<file path="src/design/fps_pkg.sv">
`timescale 1ns / 1ps
// ----------------------------------------------------------------------------
// Frame protocol statistics package
// Shared widths, header byte positions, match values and the per-frame
// classification record that passes from the parser to the counter bank.
// ----------------------------------------------------------------------------
package fps_pkg;

    localparam int MAX_FRAME_BYTES = 1518;
    localparam int COUNTER_BITS    = 32;
    localparam int POS_W           = $clog2(MAX_FRAME_BYTES + 1);
    localparam int OFS_W           = 7;
    localparam int NUM_FIELDS      = 9;
    localparam int NUM_COUNTERS    = 10;

    // Indexes into the latched header byte array.
    localparam int F_ETH_HI = 0;
    localparam int F_ETH_LO = 1;
    localparam int F_ARP_OP = 2;
    localparam int F_VHL    = 3;
    localparam int F_PROTO  = 4;
    localparam int F_ICMP   = 5;
    localparam int F_PORT   = 6;
    localparam int F_LEN_HI = 7;
    localparam int F_LEN_LO = 8;

    // Byte positions within the frame.
    localparam int POS_ETH_HI   = 12;
    localparam int POS_ETH_LO   = 13;
    localparam int POS_VHL      = 14;
    localparam int POS_LEN_HI   = 16;
    localparam int POS_LEN_LO   = 17;
    localparam int POS_ARP_OP   = 21;
    localparam int POS_PROTO    = 23;
    localparam int PORT_LO_SKIP = 3;

    // Values that the latched bytes are compared against.
    localparam logic [7:0] ETH_TYPE_HI    = 8'h08;
    localparam logic [7:0] ETH_LO_ARP     = 8'h06;
    localparam logic [7:0] ETH_LO_IPV4    = 8'h00;
    localparam logic [7:0] ARP_OP_REQUEST = 8'h01;
    localparam logic [7:0] PROTO_ICMP     = 8'h01;
    localparam logic [7:0] PROTO_TCP      = 8'h06;
    localparam logic [7:0] PROTO_UDP      = 8'h11;
    localparam logic [7:0] ICMP_ECHO_REQ  = 8'h08;
    localparam logic [7:0] ICMP_ECHO_REP  = 8'h00;
    localparam logic [7:0] HTTP_PORT_LO   = 8'h50;

    // Counter slots.
    localparam int C_FRAMES    = 0;
    localparam int C_ARP       = 1;
    localparam int C_ARP_REQ   = 2;
    localparam int C_ARP_REP   = 3;
    localparam int C_ICMP      = 4;
    localparam int C_ECHO_REQ  = 5;
    localparam int C_ECHO_REP  = 6;
    localparam int C_TCP       = 7;
    localparam int C_UDP       = 8;
    localparam int C_HTTP      = 9;

    typedef logic [COUNTER_BITS-1:0] counter_t;

    typedef struct packed {
        logic        arp;
        logic        arp_request;
        logic        arp_reply;
        logic        icmp;
        logic        echo_request;
        logic        echo_reply;
        logic        tcp;
        logic        udp;
        logic        http;
        logic [15:0] total_length;
    } frame_class_t;

endpackage

</file>
<file path="src/design/fps_parser.sv">
`timescale 1ns / 1ps
// ----------------------------------------------------------------------------
// Frame protocol statistics header parser
// Tracks the byte position, latches the header bytes of interest and
// classifies the frame from the bytes seen so far, including the current one.
// ----------------------------------------------------------------------------
module fps_parser (
    input  logic                 clk,
    input  logic                 rst_n,
    input  logic                 advance,
    input  logic [7:0]           data_byte,
    input  logic                 last_byte,
    output fps_pkg::frame_class_t frame_class
);

    logic [fps_pkg::POS_W-1:0]      pos_reg;
    logic [fps_pkg::POS_W-1:0]      pos_next;
    logic [fps_pkg::OFS_W-1:0]      offset_reg;
    logic [fps_pkg::OFS_W-1:0]      offset_next;
    logic [fps_pkg::NUM_FIELDS-1:0] valid_reg;
    logic [fps_pkg::NUM_FIELDS-1:0] valid_next;
    logic [7:0]                     field_reg  [fps_pkg::NUM_FIELDS];
    logic [7:0]                     field_next [fps_pkg::NUM_FIELDS];
    logic                           is_ipv4;

    function automatic logic hit(input logic v, input logic [7:0] a, input logic [7:0] b);
        return v && (a == b);
    endfunction

    always_comb
    begin
        pos_next    = pos_reg;
        offset_next = offset_reg;
        valid_next  = valid_reg;
        field_next  = field_reg;
        if (pos_reg < fps_pkg::POS_W'(fps_pkg::MAX_FRAME_BYTES))
        begin
            unique case (pos_reg)
                fps_pkg::POS_W'(fps_pkg::POS_ETH_HI):
                begin
                    field_next[fps_pkg::F_ETH_HI] = data_byte;
                    valid_next[fps_pkg::F_ETH_HI] = 1'b1;
                end
                fps_pkg::POS_W'(fps_pkg::POS_ETH_LO):
                begin
                    field_next[fps_pkg::F_ETH_LO] = data_byte;
                    valid_next[fps_pkg::F_ETH_LO] = 1'b1;
                end
                fps_pkg::POS_W'(fps_pkg::POS_VHL):
                begin
                    field_next[fps_pkg::F_VHL] = data_byte;
                    valid_next[fps_pkg::F_VHL] = 1'b1;
                    offset_next = fps_pkg::OFS_W'(fps_pkg::POS_VHL)
                                + fps_pkg::OFS_W'({data_byte[3:0], 2'b00});
                end
                fps_pkg::POS_W'(fps_pkg::POS_LEN_HI):
                begin
                    field_next[fps_pkg::F_LEN_HI] = data_byte;
                    valid_next[fps_pkg::F_LEN_HI] = 1'b1;
                end
                fps_pkg::POS_W'(fps_pkg::POS_LEN_LO):
                begin
                    field_next[fps_pkg::F_LEN_LO] = data_byte;
                    valid_next[fps_pkg::F_LEN_LO] = 1'b1;
                end
                fps_pkg::POS_W'(fps_pkg::POS_ARP_OP):
                begin
                    field_next[fps_pkg::F_ARP_OP] = data_byte;
                    valid_next[fps_pkg::F_ARP_OP] = 1'b1;
                end
                fps_pkg::POS_W'(fps_pkg::POS_PROTO):
                begin
                    field_next[fps_pkg::F_PROTO] = data_byte;
                    valid_next[fps_pkg::F_PROTO] = 1'b1;
                end
                default:
                begin
                end
            endcase
            if (pos_reg >= fps_pkg::POS_W'(fps_pkg::POS_VHL))
            begin
                if (pos_reg == fps_pkg::POS_W'(offset_next))
                begin
                    field_next[fps_pkg::F_ICMP] = data_byte;
                    valid_next[fps_pkg::F_ICMP] = 1'b1;
                end
                if (pos_reg == fps_pkg::POS_W'(offset_next)
                             + fps_pkg::POS_W'(fps_pkg::PORT_LO_SKIP))
                begin
                    field_next[fps_pkg::F_PORT] = data_byte;
                    valid_next[fps_pkg::F_PORT] = 1'b1;
                end
            end
            pos_next = pos_reg + fps_pkg::POS_W'(1);
        end
    end

    always_comb
    begin
        is_ipv4 = hit(valid_next[fps_pkg::F_ETH_HI], field_next[fps_pkg::F_ETH_HI],
                      fps_pkg::ETH_TYPE_HI)
               && hit(valid_next[fps_pkg::F_ETH_LO], field_next[fps_pkg::F_ETH_LO],
                      fps_pkg::ETH_LO_IPV4);
        frame_class.arp = hit(valid_next[fps_pkg::F_ETH_HI], field_next[fps_pkg::F_ETH_HI],
                              fps_pkg::ETH_TYPE_HI)
                       && hit(valid_next[fps_pkg::F_ETH_LO], field_next[fps_pkg::F_ETH_LO],
                              fps_pkg::ETH_LO_ARP);
        frame_class.arp_request = frame_class.arp
            && hit(valid_next[fps_pkg::F_ARP_OP], field_next[fps_pkg::F_ARP_OP],
                   fps_pkg::ARP_OP_REQUEST);
        frame_class.arp_reply = frame_class.arp && !frame_class.arp_request;
        frame_class.icmp = is_ipv4
            && hit(valid_next[fps_pkg::F_PROTO], field_next[fps_pkg::F_PROTO],
                   fps_pkg::PROTO_ICMP);
        frame_class.echo_request = frame_class.icmp
            && hit(valid_next[fps_pkg::F_ICMP], field_next[fps_pkg::F_ICMP],
                   fps_pkg::ICMP_ECHO_REQ);
        frame_class.echo_reply = frame_class.icmp
            && hit(valid_next[fps_pkg::F_ICMP], field_next[fps_pkg::F_ICMP],
                   fps_pkg::ICMP_ECHO_REP);
        frame_class.tcp = is_ipv4
            && hit(valid_next[fps_pkg::F_PROTO], field_next[fps_pkg::F_PROTO],
                   fps_pkg::PROTO_TCP);
        frame_class.http = frame_class.tcp
            && hit(valid_next[fps_pkg::F_PORT], field_next[fps_pkg::F_PORT],
                   fps_pkg::HTTP_PORT_LO);
        frame_class.udp = is_ipv4
            && hit(valid_next[fps_pkg::F_PROTO], field_next[fps_pkg::F_PROTO],
                   fps_pkg::PROTO_UDP);
        frame_class.total_length = {
            field_next[fps_pkg::F_LEN_HI] & {8{valid_next[fps_pkg::F_LEN_HI]}},
            field_next[fps_pkg::F_LEN_LO] & {8{valid_next[fps_pkg::F_LEN_LO]}}
        };
    end

    always_ff @(posedge clk or negedge rst_n)
    begin
        if (!rst_n)
        begin
            pos_reg    <= '0;
            offset_reg <= '0;
            valid_reg  <= '0;
        end
        else if (advance)
        begin
            if (last_byte)
            begin
                pos_reg    <= '0;
                offset_reg <= '0;
                valid_reg  <= '0;
            end
            else
            begin
                pos_reg    <= pos_next;
                offset_reg <= offset_next;
                valid_reg  <= valid_next;
            end
        end
    end

    always_ff @(posedge clk)
    begin
        if (advance)
        begin
            field_reg <= field_next;
        end
    end

endmodule

</file>
<file path="src/design/fps_counters.sv">
`timescale 1ns / 1ps
// ----------------------------------------------------------------------------
// Frame protocol statistics counter bank
// Holds the wrapping statistics counters and the result register that
// presents them, with the length field, at the end of each frame.
// ----------------------------------------------------------------------------
module fps_counters (
    input  logic                  clk,
    input  logic                  rst_n,
    input  logic                  frame_done,
    input  fps_pkg::frame_class_t frame_class,
    input  logic                  out_ready,
    output logic                  out_valid,
    output logic [31:0]           frames_seen,
    output logic [31:0]           arp_frames,
    output logic [31:0]           arp_requests,
    output logic [31:0]           arp_replies,
    output logic [31:0]           icmp_packets,
    output logic [31:0]           icmp_echo_requests,
    output logic [31:0]           icmp_echo_replies,
    output logic [31:0]           tcp_segments,
    output logic [31:0]           udp_datagrams,
    output logic [31:0]           http_segments,
    output logic [15:0]           ip_total_length
);

    fps_pkg::counter_t               cnt_reg [fps_pkg::NUM_COUNTERS];
    fps_pkg::counter_t               cnt_next [fps_pkg::NUM_COUNTERS];
    logic [fps_pkg::NUM_COUNTERS-1:0] bump;
    logic                            out_valid_reg;
    logic [15:0]                     length_reg;

    always_comb
    begin
        bump                       = '0;
        bump[fps_pkg::C_FRAMES]    = 1'b1;
        bump[fps_pkg::C_ARP]       = frame_class.arp;
        bump[fps_pkg::C_ARP_REQ]   = frame_class.arp_request;
        bump[fps_pkg::C_ARP_REP]   = frame_class.arp_reply;
        bump[fps_pkg::C_ICMP]      = frame_class.icmp;
        bump[fps_pkg::C_ECHO_REQ]  = frame_class.echo_request;
        bump[fps_pkg::C_ECHO_REP]  = frame_class.echo_reply;
        bump[fps_pkg::C_TCP]       = frame_class.tcp;
        bump[fps_pkg::C_UDP]       = frame_class.udp;
        bump[fps_pkg::C_HTTP]      = frame_class.http;
        for (int k = 0; k < fps_pkg::NUM_COUNTERS; k++)
        begin
            cnt_next[k] = cnt_reg[k] + fps_pkg::COUNTER_BITS'(bump[k]);
        end
    end

    always_ff @(posedge clk or negedge rst_n)
    begin
        if (!rst_n)
        begin
            out_valid_reg <= 1'b0;
            for (int k = 0; k < fps_pkg::NUM_COUNTERS; k++)
            begin
                cnt_reg[k] <= '0;
            end
        end
        else if (frame_done)
        begin
            out_valid_reg <= 1'b1;
            cnt_reg       <= cnt_next;
        end
        else if (out_ready)
        begin
            out_valid_reg <= 1'b0;
        end
    end

    always_ff @(posedge clk)
    begin
        if (frame_done)
        begin
            length_reg <= frame_class.total_length;
        end
    end

    assign out_valid          = out_valid_reg;
    assign frames_seen        = 32'(cnt_reg[fps_pkg::C_FRAMES]);
    assign arp_frames         = 32'(cnt_reg[fps_pkg::C_ARP]);
    assign arp_requests       = 32'(cnt_reg[fps_pkg::C_ARP_REQ]);
    assign arp_replies        = 32'(cnt_reg[fps_pkg::C_ARP_REP]);
    assign icmp_packets       = 32'(cnt_reg[fps_pkg::C_ICMP]);
    assign icmp_echo_requests = 32'(cnt_reg[fps_pkg::C_ECHO_REQ]);
    assign icmp_echo_replies  = 32'(cnt_reg[fps_pkg::C_ECHO_REP]);
    assign tcp_segments       = 32'(cnt_reg[fps_pkg::C_TCP]);
    assign udp_datagrams      = 32'(cnt_reg[fps_pkg::C_UDP]);
    assign http_segments      = 32'(cnt_reg[fps_pkg::C_HTTP]);
    assign ip_total_length    = length_reg;

`ifndef SYNTHESIS
    a_done_shows_result: assert property (@(posedge clk) disable iff (!rst_n)
        frame_done |=> out_valid_reg)
        else $error("result not presented after frame end");

    a_frame_count_steps: assert property (@(posedge clk) disable iff (!rst_n)
        frame_done |=> cnt_reg[fps_pkg::C_FRAMES]
                       == $past(cnt_reg[fps_pkg::C_FRAMES]) + fps_pkg::COUNTER_BITS'(1))
        else $error("frame counter did not advance by one");

    a_stall_holds_counts: assert property (@(posedge clk) disable iff (!rst_n)
        out_valid_reg && !out_ready |=> $stable(cnt_reg[fps_pkg::C_FRAMES])
                                        && $stable(length_reg))
        else $error("counters changed while the result was stalled");
`endif

endmodule

</file>
<file path="src/design/frame_protocol_statistics.sv">
`timescale 1ns / 1ps
// ----------------------------------------------------------------------------
// Frame protocol statistics
// Classifies received Ethernet frames and keeps per-protocol frame counters.
//
// The input channel (in_valid, in_ready, data_byte, last_byte) carries one
// frame byte per transaction, starting at the destination MAC; last_byte
// marks the final byte. One byte can be taken in every cycle while no
// frame end is held. The output channel (out_valid, out_ready and the
// counter fields) carries one transaction per frame, holding all counters
// after that frame and the IPv4 total-length field. Each byte is first
// held in the input register; the parse and the counter update happen as
// it leaves that register, and the result register is loaded with them.
// While a result is stalled by out_ready low, bytes that do not end a frame
// keep flowing; a second frame end holds in the input register until the
// result register is free, and in_ready drops only then.
// Reset clears the counters, the byte position and the header-byte valid
// flags; no clearing pass is needed, the block is ready right after reset.
// ----------------------------------------------------------------------------
module frame_protocol_statistics (
    input  logic        clk,
    input  logic        rst_n,
    input  logic        in_valid,
    output logic        in_ready,
    input  logic [7:0]  data_byte,
    input  logic        last_byte,
    output logic        out_valid,
    input  logic        out_ready,
    output logic [31:0] frames_seen,
    output logic [31:0] arp_frames,
    output logic [31:0] arp_requests,
    output logic [31:0] arp_replies,
    output logic [31:0] icmp_packets,
    output logic [31:0] icmp_echo_requests,
    output logic [31:0] icmp_echo_replies,
    output logic [31:0] tcp_segments,
    output logic [31:0] udp_datagrams,
    output logic [31:0] http_segments,
    output logic [15:0] ip_total_length
);

    logic                  stage_valid_reg;
    logic                  stage_valid_next;
    logic [7:0]            data_reg;
    logic                  last_reg;
    logic                  advance;
    logic                  frame_done;
    fps_pkg::frame_class_t frame_class;

    assign advance    = stage_valid_reg && (!last_reg || !out_valid || out_ready);
    assign frame_done = advance && last_reg;
    assign in_ready   = !stage_valid_reg || advance;

    always_comb
    begin
        stage_valid_next = stage_valid_reg;
        if (in_valid && in_ready)
        begin
            stage_valid_next = 1'b1;
        end
        else if (advance)
        begin
            stage_valid_next = 1'b0;
        end
    end

    always_ff @(posedge clk or negedge rst_n)
    begin
        if (!rst_n)
        begin
            stage_valid_reg <= 1'b0;
        end
        else
        begin
            stage_valid_reg <= stage_valid_next;
        end
    end

    always_ff @(posedge clk)
    begin
        if (in_valid && in_ready)
        begin
            data_reg <= data_byte;
            last_reg <= last_byte;
        end
    end

    fps_parser u_parser (
        .clk         (clk),
        .rst_n       (rst_n),
        .advance     (advance),
        .data_byte   (data_reg),
        .last_byte   (last_reg),
        .frame_class (frame_class)
    );

    fps_counters u_counters (
        .clk                (clk),
        .rst_n              (rst_n),
        .frame_done         (frame_done),
        .frame_class        (frame_class),
        .out_ready          (out_ready),
        .out_valid          (out_valid),
        .frames_seen        (frames_seen),
        .arp_frames         (arp_frames),
        .arp_requests       (arp_requests),
        .arp_replies        (arp_replies),
        .icmp_packets       (icmp_packets),
        .icmp_echo_requests (icmp_echo_requests),
        .icmp_echo_replies  (icmp_echo_replies),
        .tcp_segments       (tcp_segments),
        .udp_datagrams      (udp_datagrams),
        .http_segments      (http_segments),
        .ip_total_length    (ip_total_length)
    );

`ifndef SYNTHESIS
    a_stall_only_on_frame_end: assert property (@(posedge clk) disable iff (!rst_n)
        !in_ready |-> stage_valid_reg && last_reg && out_valid && !out_ready)
        else $error("input stalled without a blocked frame end");

    a_frame_end_reaches_output: assert property (@(posedge clk) disable iff (!rst_n)
        stage_valid_reg && last_reg && !out_valid |=> out_valid)
        else $error("frame end did not reach the result register");
`endif

endmodule
</file>
<file path="config.mk">
export PLATFORM = sky130hd
export DESIGN_NAME = frame_protocol_statistics
export DESIGN_NICKNAME = d
export VERILOG_FILES = /design/src/design/fps_pkg.sv /design/src/design/fps_parser.sv /design/src/design/fps_counters.sv /design/src/design/frame_protocol_statistics.sv
export SDC_FILE = /design/constraint.sdc
export NUM_CORES = 1
export LEC_CHECK = 0
export BUFFER_PORTS_ARGS = -buffer_cell sky130_fd_sc_hd__buf_4
export CAP_MARGIN = 20
export CORE_MARGIN = 8
export CORE_UTILIZATION = 60
export DETAILED_ROUTE_END_ITERATION = 8
export GPL_ROUTABILITY_DRIVEN = 1
export PLACE_DENSITY = 0.85
export SYNTH_ARGS = -nofsm -noshare
export SYNTH_HDL_FRONTEND = slang
export SYNTH_SLANG_ARGS = --single-unit
</file>
<file path="constraint.sdc">
create_clock -name clk -period 10.6 [get_ports clk]
set_input_delay 2.12 -clock clk [delete_from_list [all_inputs] [get_ports clk]]
set_output_delay 2.12 -clock clk [all_outputs]
set_load 0.02 [all_outputs]
</file>
==> summary.txt <==
Yosys
  • Synth Instances: about 1700
  • Synth Area in Simple Gates: 0.193
  • Post-synth top area share: 0.443
  • Mux cell area share after synthesis: 0.0314
  • Synth cell types: between 60 and 70
  • Most instantiated library cell after synthesis: dfrtp_1
  • Fraction of the yosys area taken by sequential cells: 0.579
  • Commonest cells post-synth: 348 x dfrtp_1, 246 x nand2_1, 221 x xnor2_1
  • Cell accounting for the most synthesized area: dfrtp_1
  • Ranking of synthesized cells by area: dfrtp_1 44%, edfxtp_1 14%, xnor2_1 9.8%
  • Ys flop type: dfrtp_1
  • Syn. warnings: 0
  • Post-synthesis compound-gate area fraction: 0.0236
  • Synthesized area per cell: roughly 11 um2
  • Post-synth EDFFs: 89
  • Synthesized cell area: between 0.015 and 0.02 mm2
  • Syn Nets: between 1500 and 2000
  • Post-synth ARST share: 0.796
  • Synth Area in Adders: 0.0153
  • Seq cells post-synth: ~440
  • XOR/XNOR Fraction of Synth Area: 0.141
  • Largest family of logic cells by synthesized area: simple AND/OR/NAND/NOR gates

Finish
  • Final instance area: around 0.024 mm2
  • Layout area overhead: 22.9%
  • Ratio of cells with drive above 1 in the final layout: 0.234
  • Nets@finish: roughly 2100
  • Max reg flops: between 60 and 70

Outcome
  • Status: completed

CTS
  • Clock Pin Slew Worst Setup and Hold Paths: 0.06 ns
  • CTS tree: done
  • Root Buffer: clkbuf_16
  • CTS Buffer Depth: 3
  • Worst-Skew Late Latency: ~0.54 ns
  • Post-CTS Setup Inserts: 0
  • Clock sinks: ~440
  • Htree depth: 2
  • Hold Buf Count CTS: 0
  • CTS Buf Count: 45
  • Total of cells resized after clock tree synthesis: 0

Setup path
  • Largest stage delay on the critical path: between 0.9 and 1 ns
  • Crit path top cell by count: ha_1
  • CP cell instances: nor4_4 > nand4_1 > mux2_2 > or4b_1 > a2111oi_2 > and2_1 > ha_1 > ha_1 > nand3_1 > nor4_1 > and3_1 > nand2_1 > nor2_1 > xor2_1
  • WS Path Type: reg2reg
  • Crit path max fanout: 14
  • Family with the most delay on the worst path: simple AND/OR/NAND/NOR gates
  • CP arrival: roughly 6.7 ns
  • CP max stage cell: nor4_1
  • Endpoint type of the worst setup path: register
  • Crit path required time: approximately 11 ns
  • Critical Path Start Type: register
  • Buf/Inv on CP: 0
  • Critical Path Start: u_parser.pos_reg[7]$_DFFE_PN0P_
  • Reg2reg start: u_parser.pos_reg[7]$_DFFE_PN0P_

Pwr
  • Leak Pwr: roughly 12 nW
  • Final total power: about 0.0035 W
  • Cell Pwr Density: about 150 mW/mm2
  • Max IR drop VDD: 0.155 mV

Place
  • DP Area: roughly 0.023 mm2
  • GPL Wtd Cong: 0.912
  • Port-buffer cells: 350
  • Hpwl dp: about 38000 um

Timing
  • Worst-Margin Slew: 1.10 ns
  • Worst slew margin: 0.261
  • Final hold vios: 0
  • Hold Slack: ~0.47 ns
  • Clk_skew: around 0.013 ns
  • RSZ-0062 raised after global routing: false
  • Fmax: 0.161 GHz
  • Max-slew violations: 0
  • Min cycle time layout: 6.20 ns
  • Final setup TNS: 0 ns
  • Final period util: 0.585
  • # setup viols final: 0

Global route
  • Initial antenna violation count: 1
  • Vias in the first global route: 14629
  • Largest net degree at the start of global routing: 161
  • First-pass GRT wire length: around 82000 um
  • GRT Residual Overflow: 0
  • Overall routing resource usage: 0.263

Route
  • First DRT Iteration DRCs: about 1100
  • Drt drc: 0
  • Avg WL per Cell: 20.3 um
  • Final WL: about 52000 um
  • Routed vias/inst: roughly 5.6
  • Number of antenna-violating nets in the routed design: 0
  • Vias: 14537
  • Pre-antenna DRT Iters: 5

Floorplanning
  • Core area: between 0.03 and 0.04 mm2
  • Row count: 66
  • Die area: 0.0388 mm2
  • IO Pins: about 350
  • Initial core utilization: 0.607
  • Die W: a little under 200 um
  • Die Y: just under 200 um

Job
  • Total of max-cap violations: 0

Min path
  • Hold crit path type: reg2reg
  • Worst hold start: u_counters.frames_seen[31]$_DFFE_PN0P_
==> logic make-up after synthesis <==
group | Yosys count
AO/OA/AOI/OAI | 66
flip-flops | 437
buffers and inverters | 76
XOR/XNOR | 317
multiplexers | 55
AND/OR/NAND/NOR | 756
adder cells (fa/ha/maj) | 24
==> per-stage QoR <==
stage | instances | worst slack (ns) | utilization
floorplan | 1731 | 3.34 | -
CTS | 2572 | 4.44 | 0.746
detailed placement | 2489 | 4.53 | 0.702
global placement | 2489 | 4.75 | 0.702
global route | 2573 | 3.98 | 0.746
finish | 2573 | 4.40 | 0.746
==> worst reg2reg max path: stages, from the launching register on <==
cell	delay (ns)
dfrtp_1	0.50
nor4_4	0.67
nand4_1	0.66
mux2_2	0.50
or4b_1	0.54
a2111oi_2	0.63
and2_1	0.26
ha_1	0.24
ha_1	0.20
nand3_1	0.15
nor4_1	0.92
and3_1	0.37
nand2_1	0.14
nor2_1	0.18
xor2_1	0.17
==> placed cells by master (no fill, tap or decap), types with 18 or more instances in the layout <==
master	synthesis	routed
nand2_1	246	245
nor2b_1	24	24
xor2_1	96	96
nor4_1	18	18
nand3_1	109	109
nor3_1	24	24
inv_1	34	33
buf_4	2	356
xnor2_1	221	221
nand4_1	69	69
mux2_2	49	49
ha_1	24	24
edfxtp_1	89	89
dfrtp_1	348	348
and3_1	72	72
o21ai_0	21	21
nor2_1	118	118
clkbuf_16	0	47
==> power breakdown <==
group	internal (W)	leakage, nW	switching (W)
registers	0.00176	5.66	0.0000483
clock network	0.000868	0.695	0.000650
logic	0.0000662	5.16	0.000124
total	0.00270	11.5	0.000823
==> final timing paths <==
check / endpoint / slack [ns] / cells after the start
hold / removal: u_counters.frames_seen[31]$_DFFE_PN0P_ / 0.47 / 1
max in group asynchronous: u_counters.tcp_segments[23]$_DFFE_PN0P_ / 7.46 / 2
setup / recovery: u_counters.http_segments[28]$_DFFE_PN0P_ / 4.40 / 14
hold reg to reg: u_counters.frames_seen[31]$_DFFE_PN0P_ / 0.47 / 1
setup reg to reg: u_counters.http_segments[28]$_DFFE_PN0P_ / 4.40 / 14
min in group asynchronous: u_counters.http_segments[26]$_DFFE_PN0P_ / 1.70 / 1
==> cell type report <==
class                           count  area [um2]
Sequential cell                   437       11400
Fill cell                        2153        8220
Multi-Input combinational cell   1218        7970
Timing Repair Buffer              358        2710
Clock buffer                       64        1280
Tap cell                          442         553
Clock inverter                     19         134
Inverter                           34         128
Antenna cell                        1        2.50
==> routing by layer <==
layer / up-vias / track usage / wire length (um)
met5: - / 0 / 0
met4: 0 / 0.101 / 2040
met3: 117 / 0.0493 / 3590
met2: 499 / 0.441 / 25500
met1: 7218 / 0.337 / 21100
li1: 6703 / - / -
No activity file was read; power rests on OpenSTA's default activity.
